### src/pfu_pkg.sv
`default_nettype none
package pfu_pkg;

  localparam int DATA_W      = 8;
  localparam int COLOR_W     = 32;
  localparam int PIX_W       = 32;
  localparam int FMT_W       = 4;
  localparam int CFG_IDX_W   = 3;
  localparam int CFG_DATA_W  = 13;
  localparam int HEIGHT_W    = 13;
  localparam int ROW_W       = 12;
  localparam int PAL_SIZE_W  = 9;
  localparam int IN_TDATA_W  = 48;
  localparam int WIDTH_CMP_W = 17;
  localparam int HEIGHT_MAX  = 4096;

  localparam logic [FMT_W-1:0] FMT_RGB8       = 4'd0;
  localparam logic [FMT_W-1:0] FMT_RGB16      = 4'd1;
  localparam logic [FMT_W-1:0] FMT_RGBA8      = 4'd2;
  localparam logic [FMT_W-1:0] FMT_RGBA16     = 4'd3;
  localparam logic [FMT_W-1:0] FMT_LUM1       = 4'd4;
  localparam logic [FMT_W-1:0] FMT_LUM2       = 4'd5;
  localparam logic [FMT_W-1:0] FMT_LUM4       = 4'd6;
  localparam logic [FMT_W-1:0] FMT_LUM8       = 4'd7;
  localparam logic [FMT_W-1:0] FMT_LUM16      = 4'd8;
  localparam logic [FMT_W-1:0] FMT_LUMALPHA8  = 4'd9;
  localparam logic [FMT_W-1:0] FMT_LUMALPHA16 = 4'd10;
  localparam logic [FMT_W-1:0] FMT_INDEX1     = 4'd11;
  localparam logic [FMT_W-1:0] FMT_INDEX2     = 4'd12;
  localparam logic [FMT_W-1:0] FMT_INDEX4     = 4'd13;
  localparam logic [FMT_W-1:0] FMT_INDEX8     = 4'd14;

  localparam logic [CFG_IDX_W-1:0] CFG_FORMAT   = 3'd0;
  localparam logic [CFG_IDX_W-1:0] CFG_ORDER    = 3'd1;
  localparam logic [CFG_IDX_W-1:0] CFG_WIDTH    = 3'd2;
  localparam logic [CFG_IDX_W-1:0] CFG_HEIGHT   = 3'd3;
  localparam logic [CFG_IDX_W-1:0] CFG_PAL_SIZE = 3'd4;

  // Sub-byte sample width codes.
  localparam logic [1:0] BPP_1 = 2'd0;
  localparam logic [1:0] BPP_2 = 2'd1;
  localparam logic [1:0] BPP_4 = 2'd2;

  typedef struct packed {
    logic [FMT_W-1:0]      fmt;
    logic                  order;
    logic [HEIGHT_W-1:0]   height;
    logic [PAL_SIZE_W-1:0] pal_size;
  } cfg_t;

  typedef struct packed {
    logic             pal_sel;
    logic [PIX_W-1:0] pixel;
    logic             last;
    logic             row_end;
    logic             frame_end;
  } res_t;

  // Channels per pixel for the byte-aligned direct formats.
  function automatic logic [2:0] chan_count(input logic [FMT_W-1:0] fmt);
    logic [2:0] n;
    unique case (fmt)
      FMT_RGB8, FMT_RGB16:            n = 3'd3;
      FMT_RGBA8, FMT_RGBA16:          n = 3'd4;
      FMT_LUM8, FMT_LUM16:            n = 3'd1;
      FMT_LUMALPHA8, FMT_LUMALPHA16:  n = 3'd2;
      default:                        n = 3'd0;
    endcase
    return n;
  endfunction

  // Bytes per channel for the byte-aligned direct formats.
  function automatic logic [1:0] chan_stride(input logic [FMT_W-1:0] fmt);
    logic [1:0] s;
    unique case (fmt)
      FMT_RGB16, FMT_RGBA16, FMT_LUM16, FMT_LUMALPHA16: s = 2'd2;
      default:                                          s = 2'd1;
    endcase
    return s;
  endfunction

  function automatic logic [PIX_W-1:0] pack_pixel(input logic order,
                                                  input logic [7:0] r,
                                                  input logic [7:0] g,
                                                  input logic [7:0] b,
                                                  input logic [7:0] a);
    return order ? {a, r, g, b} : {a, b, g, r};
  endfunction

endpackage
`default_nettype wire

### src/pfu_cfg.sv
`default_nettype none
module pfu_cfg #(
  parameter int MAX_WIDTH = 4096,
  localparam int WIDTH_W  = $clog2(MAX_WIDTH) + 1
) (
  input  logic                           clk,
  input  logic                           rst_n,
  input  logic                           wr_en,
  input  logic [pfu_pkg::CFG_IDX_W-1:0]  wr_index,
  input  logic [pfu_pkg::CFG_DATA_W-1:0] wr_data,
  output pfu_pkg::cfg_t                  cfg,
  output logic [WIDTH_W-1:0]             width_eff,
  output logic                           restart
);

  pfu_pkg::cfg_t                     cfg_r;
  logic [WIDTH_W-1:0]                width_r;
  logic [pfu_pkg::WIDTH_CMP_W-1:0]   w_ext;
  logic [pfu_pkg::WIDTH_CMP_W-1:0]   w_clamp;
  logic [pfu_pkg::HEIGHT_W-1:0]      h_clamp;

  // Width and height are stored already clamped to their legal range.
  always_comb begin
    w_ext = pfu_pkg::WIDTH_CMP_W'(wr_data);
    if (w_ext == '0) begin
      w_clamp = pfu_pkg::WIDTH_CMP_W'(1);
    end else if (w_ext > pfu_pkg::WIDTH_CMP_W'(MAX_WIDTH)) begin
      w_clamp = pfu_pkg::WIDTH_CMP_W'(MAX_WIDTH);
    end else begin
      w_clamp = w_ext;
    end
    if (wr_data == '0) begin
      h_clamp = pfu_pkg::HEIGHT_W'(1);
    end else if (wr_data > pfu_pkg::HEIGHT_W'(pfu_pkg::HEIGHT_MAX)) begin
      h_clamp = pfu_pkg::HEIGHT_W'(pfu_pkg::HEIGHT_MAX);
    end else begin
      h_clamp = wr_data;
    end
  end

  always_ff @(posedge clk) begin
    if (!rst_n) begin
      cfg_r.fmt      <= pfu_pkg::FMT_RGB8;
      cfg_r.order    <= 1'b0;
      cfg_r.height   <= pfu_pkg::HEIGHT_W'(1);
      cfg_r.pal_size <= '0;
      width_r        <= WIDTH_W'(1);
    end else if (wr_en) begin
      unique case (wr_index)
        pfu_pkg::CFG_FORMAT:   cfg_r.fmt      <= wr_data[pfu_pkg::FMT_W-1:0];
        pfu_pkg::CFG_ORDER:    cfg_r.order    <= wr_data[0];
        pfu_pkg::CFG_WIDTH:    width_r        <= w_clamp[WIDTH_W-1:0];
        pfu_pkg::CFG_HEIGHT:   cfg_r.height   <= h_clamp;
        pfu_pkg::CFG_PAL_SIZE: cfg_r.pal_size <= wr_data[pfu_pkg::PAL_SIZE_W-1:0];
        default: ;
      endcase
    end
  end

  assign cfg       = cfg_r;
  assign width_eff = width_r;
  assign restart   = wr_en && (wr_index == pfu_pkg::CFG_FORMAT ||
                               wr_index == pfu_pkg::CFG_WIDTH  ||
                               wr_index == pfu_pkg::CFG_HEIGHT);

endmodule
`default_nettype wire

### config.mk
export PLATFORM = sky130hd
export DESIGN_NAME = pfu_cfg
export DESIGN_NICKNAME = d
export VERILOG_FILES = /design/src/pfu_pkg.sv /design/src/pfu_cfg.sv
export SDC_FILE = /design/constraint.sdc
export NUM_CORES = 1
export LEC_CHECK = 0
export BUFFER_PORTS_ARGS = -buffer_cell sky130_fd_sc_hd__buf_4
export CAP_MARGIN = 5
export CELL_PAD_IN_SITES_DETAIL_PLACEMENT = 0
export CELL_PAD_IN_SITES_GLOBAL_PLACEMENT = 1
export CORE_MARGIN = 4
export CORE_UTILIZATION = 36
export CTS_CLUSTER_SIZE = 10
export DETAILED_ROUTE_END_ITERATION = 7
export GPL_ROUTABILITY_DRIVEN = 0
export GPL_TIMING_DRIVEN = 0
export PLACE_DENSITY_LB_ADDON = 0.1
export SYNTH_ARGS = -nofsm -noshare
export SYNTH_HDL_FRONTEND = slang
export SYNTH_SLANG_ARGS = --single-unit
### constraint.sdc
create_clock -name clk -period 1.3 [get_ports clk]
set_input_delay 0.195 -clock clk [delete_from_list [all_inputs] [get_ports clk]]
set_output_delay 0.195 -clock clk [all_outputs]
set_load 0.01 [all_outputs]
==> impl_metrics.csv <==
group,metric,value,unit
sta,grt_setup_unrepaired,"false",
global_route,grt_use_total,0.154,
power,intPower,1940,uW
setup_path,cp_cell_sequence,"buf_4",
power,finalPower,2500,uW
setup_path,required,1.11,ns
floorplan,ios,60,
floorplan,row_count,24,
clocking,clk_pin_slew,0.08,ns
clocking,cts_setup_buffers,0,
setup_path,cp.arrival,0.78,ns
cells_and_area,stdcell_count,308,
setup_path,critPathCaptureType,"output pin",
power,power.density,1080,nW/um^2
cells_and_area,fin_nets,274,
cells_and_area,multi_input_area,841,sq um
cells_and_area,drive_gt1_frac,0.301,
sta,tns,0,ns
synthesis,ys_seq_elements,40,
sta,hold_violations,0,
setup_path,crit_start,"cfg[1]",
clocking,cts_tree,"done",
route,wl_met2,1810,um
global_route,grt_pass1_wl,7260,um
route,drt_iter0_markers,75,
setup_path,timing.rr.start,"cfg[9]",
clocking,clk-insertion-delay-late,0.29,ns
placed_design,dp_cells,300,
power,combPwrFrac,0.098,
hold_path,hold_class,"input pin to register",
global_route,grt_max_degree,13,
placed_design,numPortBuffers,56,
setup_path,cp_slowest_stage_delay,0.36,ns
cells_and_area,area_delta_synth_final,34.4,%
clocking,numCtsBuffers,5,
sta,fin_crit_sh,0.750,
route,wirelength,4330,um
route,drc_errors,0,
clocking,cts_buffer_depth,2,
route,vias,1453,
global_route,antenna_found_initial,0,
route,antenna_left,0,
status,status,"completed",
setup_path,cp_max_fo,2,
cells_and_area,fin_area,2320,sq um
floorplan,die-height,77.2,um
route,wl_per_cell,14.1,um
floorplan,dieArea,5960,sq um
setup_path,cp_num_buf_inv,1,
sta,maxSlewViolCount,0,
placed_design,dpl.hpwl,3370,um
global_route,grt-ovfl-total,0,
setup_path,path_delay_family,"flip-flops",
hold_path,min-delay-start,"wr_data[7]",
route,firstDrtPassIters,4,
power,clkPwrFrac,0.400,
clocking,root_buffer,"clkbuf_8",
setup_path,cpMaxStageDelayCell,"dfxtp_1",
route,met1_length,2170,um
synthesis,yosysSeqAreaShare,0.464,
floorplan,die_x,77.2,um
synthesis,netlist_area,1730,sq um
cells_and_area,n_antenna_cell,0,
power,p_sw,563,uW
clocking,cts-htree-levels,2,
global_route,first_global_vias,1425,
setup_path,cp-start-kind,"register",
sta,maxSlewHeadroom,0.720,
synthesis,syn_area_per_cell,8.99,sq um
synthesis,yosysUniqueCellTypes,22,
floorplan,start_util,0.383,
route,top_layer,"met4",
sta,min_period,0.975,ns
clocking,cts.sinks,40,
power,leakage,0.000914,uW
clocking,ctsHoldBuffers,0,
sta,fin_skew,0,ns
job,maxCapViolCount,0,
placed_design,placed_cell_area,2210,sq um
cells_and_area,regArea,801,sq um
cells_and_area,fillers,469,
sta,worst_pin_slew,0.418,ns
synthesis,yosys_warnings,0,
synthesis,synthCells,192,
power,p_sw_frac,0.225,
synthesis,synth_fp_nets,211,
clocking,cts_resized,0,
route,viasPerCell,4.72,
floorplan,core,4500,sq um
power,vdd_drop_max,634,uV
route,wl_met3,289,um
setup_path,path_class,"register to output pin",
sta,clock.fmax,1030,MHz
sta,setup_viol,0,
power,p_seq_frac,0.502,
[state kept, by name (all words and copies together) (netlist names)]
name and flops:
cfg 27, width_eff 13
[cells in the mapped netlist (all sizes together)]
library cell	count	area share
mux2i	7	0.041
nand4b	1	0.0051
and4bb	3	0.024
or4	1	0.0065
nand4bb	2	0.013
o311ai	2	0.010
nor2b	16	0.058
nor3b	1	0.0044
and4b	1	0.0065
nand2	67	0.15
dfxtp	40	0.46
nor4	2	0.0073
nor4b	1	0.014
buf	8	0.038
and2b	2	0.0087
a21boi	33	0.14
clkbuf	5	0.011
[metrics by stage]
| stage | utilization | hold slack [ns] | setup WS [ns] |
|---|---|---|---|
| 2_1_floorplan | - | 0.340 | 0.217 |
| 3_3_place_gp | 0.491 | 0.447 | 0.0941 |
| 3_5_place_dp | 0.491 | 0.447 | 0.0619 |
| 4_1_cts | 0.515 | 0.167 | 0.316 |
| 5_1_grt | 0.515 | 0.162 | 0.271 |
| 6_report | 0.515 | 0.177 | 0.325 |
[worst register-to-register path, stage by stage (launching register included)]
cell and delay, ns:
dfxtp_1 0.33, mux2i_1 0.13, o311ai_1 0.12
[layout by cell type (no fill, tap or decap), drive strengths merged]
cell / count
nor4: 2
or4: 1
and4bb: 3
nand4bb: 2
and2b: 2
mux2i: 7
nand4b: 1
and4b: 1
nor4b: 1
o311ai: 2
nand2: 67
clkbuf: 11
a21boi: 33
dfxtp: 40
buf: 64
nor2b: 16
nor3b: 1
bufinv: 1
clkinv: 1
[final cells by class]
class                   count  share of cell area
multi-input cells         139               0.363
plain buffers              13              0.0362
well taps                  52              0.0281
clock buffers               6              0.0313
flip-flops and latches     40               0.345
repair buffers             56               0.181
clock inverters             2              0.0151
[cells by family after synthesis]
kind of cell / synth area share
DFF: 0.464
AOI/OAI and AO/OA: 0.154
and+or+nand+nor: 0.293
muxes: 0.0406
buffers and inverters: 0.0486
[routing by layer]
metal	up-vias	global-route usage
met2	37	0.221
met4	0	0.0587
li1	761	-
met1	648	0.212
met5	-	0
met3	7	0.0527
[worst paths after layout]
path	cells after the start	endpoint	slack (ns)
max reg2reg	2	cfg[9]	0.59
min reg2reg	2	cfg[14]	0.45
min	3	cfg[7]	0.18
max	1	cfg[1]	0.32
[power groups by stage]
stage / sequential (uW) / combinational [uW] / clock [uW]
after CTS: 1260 / 250 / 1020
after detailed placement: 1280 / 250 / 0
after floorplan: 1290 / 120 / 0
after global routing: 1260 / 271 / 1100
after global placement: 1280 / 250 / 0
final: 1260 / 246 / 1000
Note: power is estimated with default switching activity, not from simulation.
