<file path="src/pfu_pkg.sv">
`default_nettype none
package pfu_pkg;

  localparam int DATA_W      = 8;
  localparam int COLOR_W     = 32;
  localparam int PIX_W       = 32;
  localparam int FMT_W       = 4;
  localparam int CFG_IDX_W   = 3;
  localparam int CFG_DATA_W  = 13;
  localparam int HEIGHT_W    = 13;
  localparam int ROW_W       = 12;
  localparam int PAL_SIZE_W  = 9;
  localparam int IN_TDATA_W  = 48;
  localparam int WIDTH_CMP_W = 17;
  localparam int HEIGHT_MAX  = 4096;

  localparam logic [FMT_W-1:0] FMT_RGB8       = 4'd0;
  localparam logic [FMT_W-1:0] FMT_RGB16      = 4'd1;
  localparam logic [FMT_W-1:0] FMT_RGBA8      = 4'd2;
  localparam logic [FMT_W-1:0] FMT_RGBA16     = 4'd3;
  localparam logic [FMT_W-1:0] FMT_LUM1       = 4'd4;
  localparam logic [FMT_W-1:0] FMT_LUM2       = 4'd5;
  localparam logic [FMT_W-1:0] FMT_LUM4       = 4'd6;
  localparam logic [FMT_W-1:0] FMT_LUM8       = 4'd7;
  localparam logic [FMT_W-1:0] FMT_LUM16      = 4'd8;
  localparam logic [FMT_W-1:0] FMT_LUMALPHA8  = 4'd9;
  localparam logic [FMT_W-1:0] FMT_LUMALPHA16 = 4'd10;
  localparam logic [FMT_W-1:0] FMT_INDEX1     = 4'd11;
  localparam logic [FMT_W-1:0] FMT_INDEX2     = 4'd12;
  localparam logic [FMT_W-1:0] FMT_INDEX4     = 4'd13;
  localparam logic [FMT_W-1:0] FMT_INDEX8     = 4'd14;

  localparam logic [CFG_IDX_W-1:0] CFG_FORMAT   = 3'd0;
  localparam logic [CFG_IDX_W-1:0] CFG_ORDER    = 3'd1;
  localparam logic [CFG_IDX_W-1:0] CFG_WIDTH    = 3'd2;
  localparam logic [CFG_IDX_W-1:0] CFG_HEIGHT   = 3'd3;
  localparam logic [CFG_IDX_W-1:0] CFG_PAL_SIZE = 3'd4;

  // Sub-byte sample width codes.
  localparam logic [1:0] BPP_1 = 2'd0;
  localparam logic [1:0] BPP_2 = 2'd1;
  localparam logic [1:0] BPP_4 = 2'd2;

  typedef struct packed {
    logic [FMT_W-1:0]      fmt;
    logic                  order;
    logic [HEIGHT_W-1:0]   height;
    logic [PAL_SIZE_W-1:0] pal_size;
  } cfg_t;

  typedef struct packed {
    logic             pal_sel;
    logic [PIX_W-1:0] pixel;
    logic             last;
    logic             row_end;
    logic             frame_end;
  } res_t;

  // Channels per pixel for the byte-aligned direct formats.
  function automatic logic [2:0] chan_count(input logic [FMT_W-1:0] fmt);
    logic [2:0] n;
    unique case (fmt)
      FMT_RGB8, FMT_RGB16:            n = 3'd3;
      FMT_RGBA8, FMT_RGBA16:          n = 3'd4;
      FMT_LUM8, FMT_LUM16:            n = 3'd1;
      FMT_LUMALPHA8, FMT_LUMALPHA16:  n = 3'd2;
      default:                        n = 3'd0;
    endcase
    return n;
  endfunction

  // Bytes per channel for the byte-aligned direct formats.
  function automatic logic [1:0] chan_stride(input logic [FMT_W-1:0] fmt);
    logic [1:0] s;
    unique case (fmt)
      FMT_RGB16, FMT_RGBA16, FMT_LUM16, FMT_LUMALPHA16: s = 2'd2;
      default:                                          s = 2'd1;
    endcase
    return s;
  endfunction

  function automatic logic [PIX_W-1:0] pack_pixel(input logic order,
                                                  input logic [7:0] r,
                                                  input logic [7:0] g,
                                                  input logic [7:0] b,
                                                  input logic [7:0] a);
    return order ? {a, r, g, b} : {a, b, g, r};
  endfunction

endpackage
`default_nettype wire

</file>
<file path="src/pfu_out.sv">
`default_nettype none
module pfu_out (
  input  logic                        clk,
  input  logic                        rst_n,
  input  logic                        load,
  input  pfu_pkg::res_t               res_in,
  input  logic                        order,
  input  logic [pfu_pkg::COLOR_W-1:0] pal_data,
  input  logic                        out_ready,
  output logic                        out_valid,
  output logic [pfu_pkg::PIX_W-1:0]   out_pixel,
  output logic                        out_last,
  output logic                        out_row_end,
  output logic                        out_frame_end,
  output logic                        free
);

  logic          valid_r;
  pfu_pkg::res_t res_r;

  assign free = !valid_r || out_ready;

  always_ff @(posedge clk) begin
    if (!rst_n) begin
      valid_r <= 1'b0;
    end else if (load) begin
      valid_r <= 1'b1;
    end else if (out_ready) begin
      valid_r <= 1'b0;
    end
  end

  always_ff @(posedge clk) begin
    if (load) begin
      res_r <= res_in;
    end
  end

  // Palette entries are stored red in the low byte and reordered on the way out.
  assign out_pixel     = res_r.pal_sel ?
                         pfu_pkg::pack_pixel(order, pal_data[7:0], pal_data[15:8],
                                             pal_data[23:16], pal_data[31:24]) :
                         res_r.pixel;
  assign out_valid     = valid_r;
  assign out_last      = res_r.last;
  assign out_row_end   = res_r.row_end;
  assign out_frame_end = res_r.frame_end;

endmodule
`default_nettype wire

</file>
<file path="config.mk">
export PLATFORM = sky130hd
export DESIGN_NAME = pfu_out
export DESIGN_NICKNAME = d
export VERILOG_FILES = /design/src/pfu_pkg.sv /design/src/pfu_out.sv
export SDC_FILE = /design/constraint.sdc
export NUM_CORES = 1
export LEC_CHECK = 0
export BUFFER_PORTS_ARGS = -buffer_cell sky130_fd_sc_hd__buf_2
export CORE_MARGIN = 10
export CORE_UTILIZATION = 41
export CTS_CLUSTER_DIAMETER = 50
export CTS_CLUSTER_SIZE = 10
export DETAILED_ROUTE_END_ITERATION = 12
export MAX_ROUTING_LAYER = met4
export PLACE_DENSITY = 0.82
export SLEW_MARGIN = 25
export SYNTH_ARGS = -nofsm -noshare
export SYNTH_HDL_FRONTEND = slang
export SYNTH_SLANG_ARGS = --single-unit
</file>
<file path="constraint.sdc">
create_clock -name clk -period 1.2 [get_ports clk]
set_input_delay 0.06 -clock clk [delete_from_list [all_inputs] [get_ports clk]]
set_output_delay 0.06 -clock clk [all_outputs]
set_load 0.02 [all_outputs]
</file>
==> results of run 1 <==
what timing repair did:
action                                 4_1_cts  5_1_grt
gates cloned                                 0        1
resized for setup                           11       22
buffers inserted                             0        3
setup endpoints to repair                   32       32
endpoints found under the hold margin       36        0
hold buffers                                36        0
registers in the layout, indices dropped and copies added (netlist names):
| register | count |
|---|---|
| res_r | 33 |
| out_valid | 1 |
| out_row_end | 1 |
| out_frame_end | 1 |
| out_last | 1 |
cells by family after synthesis:
| kind of cell | after synthesis | share of synthesized area |
|---|---|---|
| AND/OR/NAND/NOR | 17 | 0.03994 |
| multiplexers | 32 | 0.2050 |
| AO/OA/AOI/OAI | 17 | 0.05275 |
| buffers and inverters | 8 | 0.03918 |
| flip-flops | 37 | 0.6632 |
final timing paths:
check	slack, ps	depth (start not counted)	end
max	-300	3	out_pixel[12]
min	20	2	out_valid
max reg2reg	520	2	out_valid
min reg2reg	550	2	out_valid
stage by stage:
stage	hold WS [ps]	TNS [ps]	utilization	setup WS (ps)
global placement	236.9	0	0.5734	64.44
finish	16.14	-8154	0.7309	-304.8
floorplan	158.9	0	-	54.21
CTS	8.913	-6738	0.7016	-291.3
global route	4.078	-9620	0.7309	-352.9
detailed placement	238.2	0	0.5734	43.29
cells in the mapped netlist:
| library cell | n |
|---|---|
| inv_1 | 1 |
| mux2_2 | 16 |
| buf_6 | 1 |
| nand2b_1 | 1 |
| buf_4 | 2 |
| mux2i_1 | 16 |
| buf_2 | 3 |
| edfxtp_1 | 36 |
| buf_12 | 1 |
| a21oi_1 | 16 |
| a21boi_0 | 1 |
| nor2_1 | 16 |
| dfxtp_1 | 1 |
cell type report:
class,instances,area share
Clock buffer,6,0.02845
Timing Repair Buffer,155,0.3677
Multi-Input combinational cell,66,0.1888
Tap cell,50,0.02155
Inverter,1,0.001293
Clock inverter,2,0.01293
Sequential cell,37,0.3793
worst reg2reg max path, stage by stage (launching register included):
cell and delay (ps):
dfxtp_1 350, nand2b_1 80, a21boi_0 170
power by group through the flow:
stage	Clock, µW	Combinational (µW)	Sequential, µW
finish	1130	894	1570
global route	1200	947	1580
CTS	1140	812	1560
detailed placement	0	693	1590
global placement	0	680	1580
floorplan	0	374	1590
routing by layer:
layer | part of all wire | wire (µm)
met1 | 0.38 | 2212
met2 | 0.55 | 3216
met3 | 0.063 | 368
met4 | 0.010 | 59
met5 | 0 | 0
==> results.cfg, run 1 <==
[outcome]
status = finished with violations
violations = negative setup slack

[critical_path]
cp_cell_sequence = buf_4 > mux2_2 > buf_2
cp_num_buf_inv = 2
path_class = reg2out
slowest_delay_ps = 420
r2r-start = out_valid
worstPathArrival_ps = 1440
required_ps = 1140
crit_path_end_kind = output port
critical_path.slowest_cell = edfxtp_1
crit_family = flip-flops
path_max_fanout = 8
cp-start-kind = flip-flop
crit_start = res_r[35]

[sta]
finalCritPeriodShare = 1.254
setup_viol_count_final = 32
fin_ws_ps = -304.8
relSlewSlack = 0.7981
worst_slew_pin_slew_ps = 294.4
min_period_ps = 1505
skew_ps = 0
max_freq_mhz = 664.5
drv_slew = 0
hold_viol = 0
rsz0062_at_grt = yes

[synthesis]
ys_ff_latch = 37
synth_area_um2 = 1660
netlist.area_leader.share = 0.6511
synth.avg_cell_area_um2 = 14.96
ys_seq_area_frac = 0.6631
synth_top_area_cell = edfxtp_1
synth_nets = 184
yosys_warnings = 0
syn_inst = 111
yosys-top-cells-area = edfxtp_1 65%, mux2_2 11%, mux2i_1 9.6%, a21oi_1 4.8%, nor2_1 3.6%
ys_types = 13

[cells_and_area]
drive_gt1_frac = 0.5955
multi_input_area_um2 = 548.0
regArea_um2 = 1101
final_cells = 317
finalNetCount = 339
num_antenna_cells = 0
final_common_cell = buf_2
synthToLayoutAreaGrowth_pct = 74.83
fill_cells = 263
stdcell_area_um2 = 2903
layout_common_cells = 96 x buf_2, 36 x dlygate4sd3_1, 36 x edfxtp_1

[grt]
grt_max_degree = 34
grt-ovfl-total = 0
grt_use_met2 = 0.2850
grt_pass1_vias = 1616
grt_pass1_wl_mm = 8.556
antenna_found_initial = 0
met1_usage = 0.1602
top_usage_layer = met2
track_usage = 0.1604
grt.met3_usage = 0.05078

[clock_network]
clock_latency_ps = 290
htreeDepth = 2
cts_tree = yes
root_buffer = clkbuf_8
clkTransAtPathRegs_ps = 80
cts.path.max_buffers = 2
cts_inserted_buffers = 5
clock_sink_count = 37

[floorplanning]
io_pins = 110
rows = 23
initial_core_util = 0.4181
die_y_um = 83.64
die_x_um = 83.64
die_area_um2 = 6995
core_area_um2 = 3971

[power]
p_leak_uw = 0.001298
p_int_uw = 2649
vdd_drop_max_mv = 0.9530
sequentialPowerShare = 0.437
swShare = 0.2629
finalPower_uw = 3594
combPwrFrac = 0.249
p_sw_uw = 945.0
p_per_area_nw_per_um2 = 1238
pwr-share-clk = 0.315

[place]
numPortBuffers = 109
dpl.hpwl_mm = 3.777
dpl-instance-area_um2 = 2277
place_congestion = 0.7362
dp_cells = 269

[min_path]
hold_start = rst_n
min_path_type = in2reg

[run]
drv_cap = 0

[route]
vias = 1498
via_per_inst = 4.726
drc = 0
finalWirelength_mm = 5.856
ant_nets = 0
first_iter_violations = 77
avgRoutedWirePerCell_um = 18.47
drt_pass1_iterations = 4
(Power assumes the default switching activity.)
==> inputs of run 2 (changes only) <==
- PLACE_DENSITY: 0.82 -> unset
- PLACE_DENSITY_LB_ADDON: unset -> 0.15
==> results.cfg, run 2 (synthesized netlist as in run 1, its figures left out) <==
[outcome]
status = finished with violations
violations = negative setup slack

[route]
drc = 0
avgRoutedWirePerCell_um = 17.13
finalWirelength_mm = 5.379
drt_pass1_iterations = 4
ant_nets = 0
vias = 1485
first_iter_violations = 49
via_per_inst = 4.729

[grt]
grt-ovfl-total = 0
grt_max_degree = 38
top_usage_layer = met2
grt_use_met2 = 0.2502
track_usage = 0.1399
grt_pass1_vias = 1620
grt.met3_usage = 0.04004
met1_usage = 0.1446
grt_pass1_wl_mm = 7.831
antenna_found_initial = 0

[power]
p_per_area_nw_per_um2 = 1136
p_leak_uw = 0.001318
vdd_drop_max_mv = 0.8388

[cells_and_area]
stdcell_area_um2 = 2990
drive_gt1_frac = 0.5871
layout_common_cells = 91 x buf_2, 36 x dlygate4sd3_1, 36 x edfxtp_1
num_antenna_cells = 0
fill_cells = 243
largest_register_ffs = 33
synthToLayoutAreaGrowth_pct = 80.11
final_common_cell = buf_2
regMostFlops = res_r
finalNetCount = 336

[place]
dpl-instance-area_um2 = 2270
numPortBuffers = 109
place_congestion = 0.8292

[floorplanning]
rows = 23
die_x_um = 83.64
core_area_um2 = 3971
io_pins = 110
die_y_um = 83.64
initial_core_util = 0.4181
die_area_um2 = 6995

[critical_path]
cp-start-kind = flip-flop
path_class = reg2out
worstPathArrival_ps = 1370
cp_cell_sequence = buf_6 > buf_12 > nor2_1 > a21oi_1 > buf_2
slowest_delay_ps = 440
ff2ff_setup_slack_ps = 520
crit_family = buffers and inverters
required_ps = 1140
path_max_fanout = 16
critical_path.slowest_cell = edfxtp_1
crit_path_end_kind = output port
cp_num_buf_inv = 3

[clock_network]
root_buffer = clkbuf_8
cts.path.max_buffers = 2
clock_latency_ps = 270
htreeDepth = 2
clock_sink_count = 37
clkTransAtPathRegs_ps = 70
cts_inserted_buffers = 5
cts_tree = yes

[sta]
whs_ps = 38.93
skew_ps = 0
setup_viol_count_final = 32
finalCritPeriodShare = 1.188
drv_slew = 0
rsz0062_at_grt = yes
hold_viol = 0
relSlewSlack = 0.6980
worst_slew_pin_slew_ps = 452.9
min_period_ps = 1426
max_freq_mhz = 701.3
fin_ws_ps = -226.0

[run]
drv_cap = 0

[min_path]
min_path_type = in2reg
run 2: changes by cell type in the layout (fill, tap and decap cells not counted), sizes merged:
cell,before,now
clkinvlp,1,0
bufinv,1,0
buf,118,115
clkbuf,7,9
run 2: power by group:
part	switching (µW)	total, µW	internal (µW)
Combinational	466	962	496
Sequential	41.8	1570	1530
Clock	395	863	468
Total	902	3400	2500
run 2: per-layer routing:
metal	part of all wire	vias up
met1	0.38	691
li1	-	717
met5	0	-
met2	0.55	71
met3	0.060	6
met4	0.0095	0
run 2: worst paths after layout:
| kind | from | to | depth (start not counted) |
|---|---|---|---|
| worst max register to register | out_valid | out_valid | 2 |
| worst min-delay path | rst_n | out_valid | 2 |
| worst max-delay path | res_r[35] | out_pixel[1] | 5 |
| worst min register to register | out_valid | out_valid | 2 |
run 2: repair_timing:
action,CTS,global route
setup endpoints to repair,32,32
setup buffers,0,0
gates resized for setup,12,54
pin swaps,0,7
cloned,0,2
endpoints found under the hold margin,36,0
hold buffers,36,0
run 2: layout make-up:
| cell class | instances | area (µm²) | area share |
|---|---|---|---|
| timing repair buffer | 152 | 1104 | 0.3690 |
| sequential | 37 | 1101 | 0.3682 |
| multi-input combinational | 66 | 629.4 | 0.2105 |
| clock buffer | 8 | 90.09 | 0.03013 |
| tap | 50 | 62.56 | 0.02092 |
| inverter | 1 | 3.754 | 0.001255 |
run 2: worst register-to-register path: stages, from the launching register on:
cell and delay, ps:
dfxtp_1 340, nand2b_1 80, a21boi_0 180
run 2: metrics by stage:
stage | total power [µW] | utilization | setup slack, ps | setup TNS (ps) | std cells
3_3_place_gp | 2253 | 0.5715 | 103.1 | 0 | 268
6_report | 3397 | 0.7530 | -226.0 | -6576 | 314
2_1_floorplan | 1965 | - | 54.21 | 0 | 111
5_1_grt | 3546 | 0.7530 | -315.8 | -8760 | 314
4_1_cts | 3254 | 0.6934 | -203.2 | -5982 | 312
3_5_place_dp | 2274 | 0.5715 | 45.84 | 0 | 268
