$ cat src/pfu_pkg.sv
`default_nettype none
package pfu_pkg;

  localparam int DATA_W      = 8;
  localparam int COLOR_W     = 32;
  localparam int PIX_W       = 32;
  localparam int FMT_W       = 4;
  localparam int CFG_IDX_W   = 3;
  localparam int CFG_DATA_W  = 13;
  localparam int HEIGHT_W    = 13;
  localparam int ROW_W       = 12;
  localparam int PAL_SIZE_W  = 9;
  localparam int IN_TDATA_W  = 48;
  localparam int WIDTH_CMP_W = 17;
  localparam int HEIGHT_MAX  = 4096;

  localparam logic [FMT_W-1:0] FMT_RGB8       = 4'd0;
  localparam logic [FMT_W-1:0] FMT_RGB16      = 4'd1;
  localparam logic [FMT_W-1:0] FMT_RGBA8      = 4'd2;
  localparam logic [FMT_W-1:0] FMT_RGBA16     = 4'd3;
  localparam logic [FMT_W-1:0] FMT_LUM1       = 4'd4;
  localparam logic [FMT_W-1:0] FMT_LUM2       = 4'd5;
  localparam logic [FMT_W-1:0] FMT_LUM4       = 4'd6;
  localparam logic [FMT_W-1:0] FMT_LUM8       = 4'd7;
  localparam logic [FMT_W-1:0] FMT_LUM16      = 4'd8;
  localparam logic [FMT_W-1:0] FMT_LUMALPHA8  = 4'd9;
  localparam logic [FMT_W-1:0] FMT_LUMALPHA16 = 4'd10;
  localparam logic [FMT_W-1:0] FMT_INDEX1     = 4'd11;
  localparam logic [FMT_W-1:0] FMT_INDEX2     = 4'd12;
  localparam logic [FMT_W-1:0] FMT_INDEX4     = 4'd13;
  localparam logic [FMT_W-1:0] FMT_INDEX8     = 4'd14;

  localparam logic [CFG_IDX_W-1:0] CFG_FORMAT   = 3'd0;
  localparam logic [CFG_IDX_W-1:0] CFG_ORDER    = 3'd1;
  localparam logic [CFG_IDX_W-1:0] CFG_WIDTH    = 3'd2;
  localparam logic [CFG_IDX_W-1:0] CFG_HEIGHT   = 3'd3;
  localparam logic [CFG_IDX_W-1:0] CFG_PAL_SIZE = 3'd4;

  // Sub-byte sample width codes.
  localparam logic [1:0] BPP_1 = 2'd0;
  localparam logic [1:0] BPP_2 = 2'd1;
  localparam logic [1:0] BPP_4 = 2'd2;

  typedef struct packed {
    logic [FMT_W-1:0]      fmt;
    logic                  order;
    logic [HEIGHT_W-1:0]   height;
    logic [PAL_SIZE_W-1:0] pal_size;
  } cfg_t;

  typedef struct packed {
    logic             pal_sel;
    logic [PIX_W-1:0] pixel;
    logic             last;
    logic             row_end;
    logic             frame_end;
  } res_t;

  // Channels per pixel for the byte-aligned direct formats.
  function automatic logic [2:0] chan_count(input logic [FMT_W-1:0] fmt);
    logic [2:0] n;
    unique case (fmt)
      FMT_RGB8, FMT_RGB16:            n = 3'd3;
      FMT_RGBA8, FMT_RGBA16:          n = 3'd4;
      FMT_LUM8, FMT_LUM16:            n = 3'd1;
      FMT_LUMALPHA8, FMT_LUMALPHA16:  n = 3'd2;
      default:                        n = 3'd0;
    endcase
    return n;
  endfunction

  // Bytes per channel for the byte-aligned direct formats.
  function automatic logic [1:0] chan_stride(input logic [FMT_W-1:0] fmt);
    logic [1:0] s;
    unique case (fmt)
      FMT_RGB16, FMT_RGBA16, FMT_LUM16, FMT_LUMALPHA16: s = 2'd2;
      default:                                          s = 2'd1;
    endcase
    return s;
  endfunction

  function automatic logic [PIX_W-1:0] pack_pixel(input logic order,
                                                  input logic [7:0] r,
                                                  input logic [7:0] g,
                                                  input logic [7:0] b,
                                                  input logic [7:0] a);
    return order ? {a, r, g, b} : {a, b, g, r};
  endfunction

endpackage
`default_nettype wire

$ cat src/pfu_unpack.sv
`default_nettype none
module pfu_unpack #(
  parameter int MAX_WIDTH     = 4096,
  parameter int PALETTE_DEPTH = 256,
  localparam int CW           = $clog2(MAX_WIDTH),
  localparam int AW           = $clog2(PALETTE_DEPTH)
) (
  input  logic                        clk,
  input  logic                        rst_n,
  input  pfu_pkg::cfg_t               cfg,
  input  logic [CW:0]                 width_eff,
  input  logic                        restart,
  input  logic                        in_valid,
  output logic                        in_ready,
  input  logic                        in_kind,
  input  logic [pfu_pkg::DATA_W-1:0]  in_byte,
  input  logic [pfu_pkg::DATA_W-1:0]  in_idx,
  input  logic [pfu_pkg::COLOR_W-1:0] in_color,
  input  logic                        adv,
  output logic                        fire,
  output pfu_pkg::res_t               res,
  output logic                        pal_we,
  output logic [AW-1:0]               pal_waddr,
  output logic [pfu_pkg::COLOR_W-1:0] pal_wdata,
  output logic [AW-1:0]               pal_raddr
);

  logic                          s1_valid_r;
  logic                          s1_kind_r;
  logic [pfu_pkg::DATA_W-1:0]    s1_byte_r;
  logic [pfu_pkg::DATA_W-1:0]    s1_idx_r;
  logic [pfu_pkg::COLOR_W-1:0]   s1_color_r;
  logic [2:0]                    s1_sub_r;
  logic [2:0]                    phase_r;
  logic [23:0]                   held_r;
  logic [23:0]                   held_nxt;
  logic [CW-1:0]                 col_r;
  logic [pfu_pkg::ROW_W-1:0]     row_r;

  logic                          is_sub;
  logic                          sub_pal;
  logic [1:0]                    bpp;
  logic                          is_idx8;
  logic                          is_multi;
  logic [7:0]                    sub_v;
  logic [7:0]                    sub_lum;
  logic                          sub_last;
  logic [pfu_pkg::DATA_W-1:0]    byte_shift;
  logic [7:0]                    idx_v;
  logic                          pal_ok;

  logic [CW:0]                   col_inc;
  logic [pfu_pkg::HEIGHT_W-1:0]  row_inc;
  logic                          row_end_now;
  logic                          frame_end_now;

  logic [2:0]                    ch;
  logic [1:0]                    st;
  logic                          on_chan;
  logic [2:0]                    chan_idx;
  logic [3:0]                    chan_inc;
  logic [3:0]                    total;
  logic [3:0]                    ph_inc;
  logic [2:0]                    ph_nxt;
  logic                          multi_emit;
  logic                          multi_hold;
  logic [pfu_pkg::PIX_W-1:0]     multi_pix;

  logic                          emit_want;
  logic                          step_last;
  logic                          retire;
  logic                          accept;
  logic                          out_pal_sel;
  logic [pfu_pkg::PIX_W-1:0]     out_pix;

  // Format decode.
  always_comb begin
    is_sub  = 1'b0;
    sub_pal = 1'b0;
    bpp     = pfu_pkg::BPP_1;
    unique case (cfg.fmt)
      pfu_pkg::FMT_LUM1:   begin is_sub = 1'b1; bpp = pfu_pkg::BPP_1; end
      pfu_pkg::FMT_LUM2:   begin is_sub = 1'b1; bpp = pfu_pkg::BPP_2; end
      pfu_pkg::FMT_LUM4:   begin is_sub = 1'b1; bpp = pfu_pkg::BPP_4; end
      pfu_pkg::FMT_INDEX1: begin is_sub = 1'b1; sub_pal = 1'b1; bpp = pfu_pkg::BPP_1; end
      pfu_pkg::FMT_INDEX2: begin is_sub = 1'b1; sub_pal = 1'b1; bpp = pfu_pkg::BPP_2; end
      pfu_pkg::FMT_INDEX4: begin is_sub = 1'b1; sub_pal = 1'b1; bpp = pfu_pkg::BPP_4; end
      default: ;
    endcase
    is_idx8  = (cfg.fmt == pfu_pkg::FMT_INDEX8);
    ch       = pfu_pkg::chan_count(cfg.fmt);
    st       = pfu_pkg::chan_stride(cfg.fmt);
    is_multi = (ch != 3'd0);
  end

  // Sub-byte samples come from the top of a byte that shifts left as pixels
  // leave. Luminance expansion by 255, 85 or 17 is a bit replication.
  always_comb begin
    unique case (bpp)
      pfu_pkg::BPP_1: begin
        sub_v      = {7'b0, s1_byte_r[7]};
        sub_lum    = {8{s1_byte_r[7]}};
        sub_last   = (s1_sub_r == 3'd7);
        byte_shift = {s1_byte_r[6:0], 1'b0};
      end
      pfu_pkg::BPP_2: begin
        sub_v      = {6'b0, s1_byte_r[7:6]};
        sub_lum    = {4{s1_byte_r[7:6]}};
        sub_last   = (s1_sub_r == 3'd3);
        byte_shift = {s1_byte_r[5:0], 2'b0};
      end
      default: begin
        sub_v      = {4'b0, s1_byte_r[7:4]};
        sub_lum    = {2{s1_byte_r[7:4]}};
        sub_last   = (s1_sub_r == 3'd1);
        byte_shift = {s1_byte_r[3:0], 4'b0};
      end
    endcase
    idx_v  = is_idx8 ? s1_byte_r : sub_v;
    pal_ok = ({1'b0, idx_v} < cfg.pal_size) &&
             ({1'b0, idx_v} < pfu_pkg::PAL_SIZE_W'(PALETTE_DEPTH));
  end

  // Image position of the pixel that would leave now.
  always_comb begin
    col_inc       = {1'b0, col_r} + {{CW{1'b0}}, 1'b1};
    row_inc       = {1'b0, row_r} + pfu_pkg::HEIGHT_W'(1);
    row_end_now   = (col_inc >= width_eff);
    frame_end_now = row_end_now && (row_inc >= cfg.height);
  end

  // Byte-aligned formats: a phase counter walks the bytes of one pixel.
  // In sixteen-bit formats only the first byte of each channel is used.
  always_comb begin
    on_chan    = (st == 2'd1) || !phase_r[0];
    chan_idx   = (st == 2'd2) ? {1'b0, phase_r[2:1]} : phase_r;
    chan_inc   = {1'b0, chan_idx} + 4'd1;
    total      = (st == 2'd2) ? {ch, 1'b0} : {1'b0, ch};
    ph_inc     = {1'b0, phase_r} + 4'd1;
    ph_nxt     = (ph_inc >= total) ? 3'd0 : ph_inc[2:0];
    multi_emit = on_chan && (chan_inc == {1'b0, ch});
    multi_hold = on_chan && (chan_inc < {1'b0, ch});
    held_nxt   = held_r;
    unique case (chan_idx[1:0])
      2'd0:    held_nxt[7:0]   = s1_byte_r;
      2'd1:    held_nxt[15:8]  = s1_byte_r;
      default: held_nxt[23:16] = s1_byte_r;
    endcase
    unique case (ch)
      3'd3: multi_pix = pfu_pkg::pack_pixel(cfg.order, held_r[7:0], held_r[15:8],
                                            s1_byte_r, 8'hFF);
      3'd4: multi_pix = pfu_pkg::pack_pixel(cfg.order, held_r[7:0], held_r[15:8],
                                            held_r[23:16], s1_byte_r);
      3'd1: multi_pix = pfu_pkg::pack_pixel(cfg.order, s1_byte_r, s1_byte_r,
                                            s1_byte_r, 8'hFF);
      default: multi_pix = pfu_pkg::pack_pixel(cfg.order, held_r[7:0], held_r[7:0],
                                               held_r[7:0], s1_byte_r);
    endcase
  end

  always_comb begin
    emit_want   = 1'b0;
    step_last   = 1'b1;
    out_pal_sel = 1'b0;
    out_pix     = '0;
    priority if (s1_kind_r) begin
      emit_want = 1'b0;
    end else if (is_sub) begin
      emit_want = 1'b1;
      // Padding bits after the row's last pixel are dropped.
      step_last = sub_last || row_end_now;
      if (sub_pal) begin
        out_pal_sel = pal_ok;
      end else begin
        out_pix = pfu_pkg::pack_pixel(cfg.order, sub_lum, sub_lum, sub_lum, 8'hFF);
      end
    end else if (is_idx8) begin
      emit_want   = 1'b1;
      out_pal_sel = pal_ok;
    end else if (is_multi) begin
      emit_want = multi_emit;
      out_pix   = multi_pix;
    end else begin
      emit_want = 1'b0;
    end
  end

  assign fire     = s1_valid_r && emit_want && adv;
  assign retire   = s1_valid_r && (!emit_want || (fire && step_last));
  assign in_ready = !s1_valid_r || retire;
  assign accept   = in_valid && in_ready;

  assign res.pal_sel   = out_pal_sel;
  assign res.pixel     = out_pix;
  assign res.last      = step_last;
  assign res.row_end   = row_end_now;
  assign res.frame_end = frame_end_now;

  // Palette writes take effect in stream order, when the item reaches this stage.
  assign pal_we    = s1_valid_r && s1_kind_r &&
                     ({1'b0, s1_idx_r} < pfu_pkg::PAL_SIZE_W'(PALETTE_DEPTH));
  assign pal_waddr = s1_idx_r[AW-1:0];
  assign pal_wdata = s1_color_r;
  assign pal_raddr = idx_v[AW-1:0];

  always_ff @(posedge clk) begin
    if (!rst_n) begin
      s1_valid_r <= 1'b0;
    end else if (accept) begin
      s1_valid_r <= 1'b1;
    end else if (retire) begin
      s1_valid_r <= 1'b0;
    end
  end

  always_ff @(posedge clk) begin
    if (accept) begin
      s1_kind_r  <= in_kind;
      s1_byte_r  <= in_byte;
      s1_idx_r   <= in_idx;
      s1_color_r <= in_color;
      s1_sub_r   <= 3'd0;
    end else if (fire && !step_last && is_sub) begin
      s1_byte_r <= byte_shift;
      s1_sub_r  <= s1_sub_r + 3'd1;
    end
  end

  always_ff @(posedge clk) begin
    if (!rst_n || restart) begin
      col_r   <= '0;
      row_r   <= '0;
      phase_r <= '0;
      held_r  <= '0;
    end else begin
      if (fire) begin
        col_r <= row_end_now ? '0 : col_inc[CW-1:0];
        if (row_end_now) begin
          row_r <= frame_end_now ? '0 : row_inc[pfu_pkg::ROW_W-1:0];
        end
      end
      if (retire && !s1_kind_r && !is_sub && !is_idx8 && is_multi) begin
        phase_r <= ph_nxt;
        if (multi_hold) begin
          held_r <= held_nxt;
        end
      end
    end
  end

endmodule
`default_nettype wire

$ cat config.mk
export PLATFORM = sky130hd
export DESIGN_NAME = pfu_unpack
export DESIGN_NICKNAME = d
export VERILOG_FILES = /design/src/pfu_pkg.sv /design/src/pfu_unpack.sv
export SDC_FILE = /design/constraint.sdc
export NUM_CORES = 1
export LEC_CHECK = 0
export ABC_CLOCK_PERIOD_IN_PS = 6900
export BUFFER_PORTS_ARGS = -buffer_cell sky130_fd_sc_hd__buf_2
export CAP_MARGIN = 15
export CORE_ASPECT_RATIO = 0.7
export CORE_MARGIN = 3
export CORE_UTILIZATION = 54
export CTS_CLUSTER_DIAMETER = 50
export DETAILED_ROUTE_END_ITERATION = 10
export PLACE_DENSITY = 0.87
export SYNTH_ARGS = -nofsm -noshare
export SYNTH_HDL_FRONTEND = slang
export SYNTH_SLANG_ARGS = --single-unit
$ cat constraint.sdc
create_clock -name clk -period 6.9 [get_ports clk]
set_clock_uncertainty 0.15 [all_clocks]
set_input_delay 1.035 -clock clk [delete_from_list [all_inputs] [get_ports clk]]
set_output_delay 1.035 -clock clk [all_outputs]
set_load 0.02 [all_outputs]
==> results.txt <==
Worst setup EP type: output port
Required time worst endpoint: 5.71 ns
Max cap viols: 0
Main synth FF type: dfxtp_1
Drt drc: 0
I/O Pins: 181
Post-synth EDFFs: 49
GP Congestion: 0.9335
Clk pin slew, worst setup/hold paths: 0.07 ns
Synthesized instance count: 801
Fill count: 1035
Sequential-to-total area share from yosys stat: 36.37%
Yosys reg bits: 104
Met3 GRT Util: 5.616%
Core area: 12590 sq um
Worst-path cell chain: buf_2, inv_1, ha_1, nor3b_1, nor3_1, mux2i_1, inv_1, ha_1, xnor2_1, ha_1, nand4b_1, a2111oi_0, a221o_2, nand2_2, nor2_1, inv_1, buf_2
Clk Latency, worst-skew pair: 0.35 ns
Fin crit period: 6.185 ns
Vias after detailed routing: 6827
WL per Instance: 17.64 microns
Leakage Power: 3.777 nW
Synth warnings: 0
Hold path start: held_r[18]
RSZ-0062 raised after global routing: false
Pre-antenna DRT Iters: 5
Synth top area share: 20.80%
Slew HR: 23.06%
CP max-delay cell: nor3_1
CTS resizes: 0
Avg Cell Area, Syn: 8.830 sq um
Inserted Diodes: 0
Top Usage Layer GRT: met2
Hold Buf Count CTS: 0
CTS H-tree lvls: 3
Die area: 14530 sq um
Layout Utilization: 66.16%
Num CTS Buffers: 9
Net Count, Synth: 946
Mapped Area: 7073 sq um
Area after DPL: 8029 sq um
DRT iter0 DRCs: 737
Final Cell Area: 8330 sq um
Total gr overflow: 0
CP Class: input port to output port
Final hold vios: 0
Synth area leaders: edfxtp_1, dfxtp_1, ha_1
Met2 GRT Util: 39.79%
Sum Neg Setup Slack: 0 ns
Worst slack at placement: 0.7345 ns
Number of library cell types mapped by synthesis: 75
Area delta synth->final: 17.78%
Worst hold slack: 0.3152 ns
Worst stage delay on the critical path: 0.60 ns
Peak VDD IR: 0.1208 mV
Startpoint types: input port
Cell count after placement: 1105
Final std cells w/o fill: 1122
HP Class: flip-flop to flip-flop
Async SR Flop Fraction: 0%
Setup violators final: 0
Worst EP arrival: 5.00 ns
Clock tree root buffer cell: clkbuf_16
FMAX: 161.7 MHz
CTS max path bufs: 2
Post-DRT Antenna Nets: 0
TritonCTS Sinks: 104
CTS tree: done
Num rows: 34
Die height: 101.8 microns
Final max-slew violation count: 0
Pwr Density: 176.5 nW/um^2
Hold path depth: 2
Die width: 142.8 microns
Crit Path Max Fanout: 10
Pin count of the biggest net entering global routing: 54
Cell accounting for the most synthesized area: edfxtp_1
Initial core utilization: 56.17%
Worst reg2reg path depth: 12
Initial antenna violation count: 0
Reg2reg end: pal_wdata[7]
Hold Path Sink: held_r[18]
Vias in the first global route: 6003
Final period utilization: 89.64%
Worst-margin pin slew: 1.145 ns
NumNets Final: 1100
Status: completed
Mean number of vias per cell: 6.085
Met1 Use GR: 36.73%
Layout cell share with drive strength beyond 1: 23.96%
Hpwl dp: 14700 microns
FF-to-FF Start: col_r[2]
Reg2reg setup slack: 2.35 ns
Setup Fix Bufs, Post-CTS: 0
I/O Buffers: 180
Total GRT Usage: 25.95%
Setup ws final: 0.7151 ns
Final WL: 19790 microns
Global-route wire length before repair: 30310 microns
Total power: 1.471 mW
==> cells in the mapped netlist (all sizes together) (9+ instances only) <==
| cell type | n |
|---|---|
| clkbuf | 27 |
| a32o | 9 |
| buf | 18 |
| and3 | 13 |
| a221oi | 10 |
| mux2i | 28 |
| ha | 51 |
| nand3 | 30 |
| o21a | 12 |
| nor2 | 24 |
| nor3 | 12 |
| or3 | 9 |
| and2 | 16 |
| xnor2 | 16 |
| o21ai | 55 |
| nor2b | 9 |
| nand2 | 99 |
| a21oi | 47 |
| a211oi | 12 |
| edfxtp | 49 |
| dfxtp | 55 |
| mux2 | 9 |
| nand2b | 10 |
| o22ai | 11 |
| inv | 52 |
| a21o | 15 |
==> cells in the final DEF (no fill, tap or decap), types with 5 or more instances in the layout <==
cell and n:
xnor2_1 16, buf_2 180, mux2_2 9, and2_1 15
ha_1 51, or3_1 9, a31oi_1 6, xor2_1 5
o21ai_0 53, o21bai_1 5, nor4_1 5, nand2_1 98
a21o_1 15, and3_1 13, inv_1 52, nand3_1 29
nor3b_1 5, a22o_1 7, mux2i_1 28, buf_4 7
a211oi_1 12, a22oi_1 8, nor2_1 24, nor2b_1 8
o22ai_1 11, o211ai_1 8, a221oi_1 9, nand4_1 7
a21oi_1 46, dfxtp_1 55, nor3_1 11, a32o_1 9
a21boi_0 5, nand2b_1 10, edfxtp_1 49, o21a_1 12
clkbuf_16 9
==> state kept, by name, indices dropped and copies added (netlist names) <==
signal      count
pal_wdata      32
held_r         24
col_r          12
row_r          12
pal_waddr       8
s1_byte_r       8
phase_r         3
s1_sub_r        3
s1_kind_r       1
s1_valid_r      1
==> report_power, final <==
part	leakage [nW]	total, mW	internal (mW)	switching (mW)
logic	2.72	0.292	0.105	0.187
registers	0.922	0.689	0.670	0.0190
clock network	0.132	0.490	0.249	0.241
==> worst max-delay path: cells and delay by family <==
family / cells / cell delay, ns
adders and majority gates: 3 / 0.85
and+or+nand+nor: 5 / 1.24
xor gates and xnor gates: 1 / 0.13
muxes: 1 / 0.31
buffers and inverters: 5 / 0.59
AOI/OAI and AO/OA: 2 / 0.85
==> layer usage <==
metal | up-vias | share of wire (%)
met5 | - | 0
met4 | 0 | 2.0
met3 | 49 | 9.6
met2 | 344 | 46
met1 | 3176 | 43
li1 | 3258 | -
==> cell type report <==
| cell class | count | area (sq um) | area share, % |
|---|---|---|---|
| clock inverter | 7 | 56.30 | 0.6759 |
| timing repair buffer | 188 | 973.4 | 11.69 |
| sequential | 104 | 2572 | 30.88 |
| multi-input combinational | 599 | 4101 | 49.23 |
| inverter | 53 | 198.9 | 2.388 |
| tap | 162 | 202.7 | 2.433 |
| clock buffer | 9 | 225.2 | 2.704 |
==> cells by family after synthesis <==
kind of cell,count (synthesis),share of synthesized area [%]
AOI/OAI and AO/OA,231,22.08
xor gates and xnor gates,21,2.600
adders and majority gates,51,9.022
buffers and inverters,98,5.838
DFF,104,36.37
muxes,37,5.395
and+or+nand+nor,259,18.70
==> worst max-delay path by stage <==
stage,endpoint,from,slack (ns),cells past startpoint
2_1_floorplan,pal_waddr[0],cfg[24],1.49,15
3_3_place_gp,in_ready,cfg[24],0.99,16
3_5_place_dp,in_ready,cfg[24],0.73,17
4_1_cts,in_ready,cfg[24],0.74,17
5_1_grt,in_ready,cfg[24],0.26,17
6_report,in_ready,cfg[24],0.72,17
No activity file was read; power rests on OpenSTA's default activity.
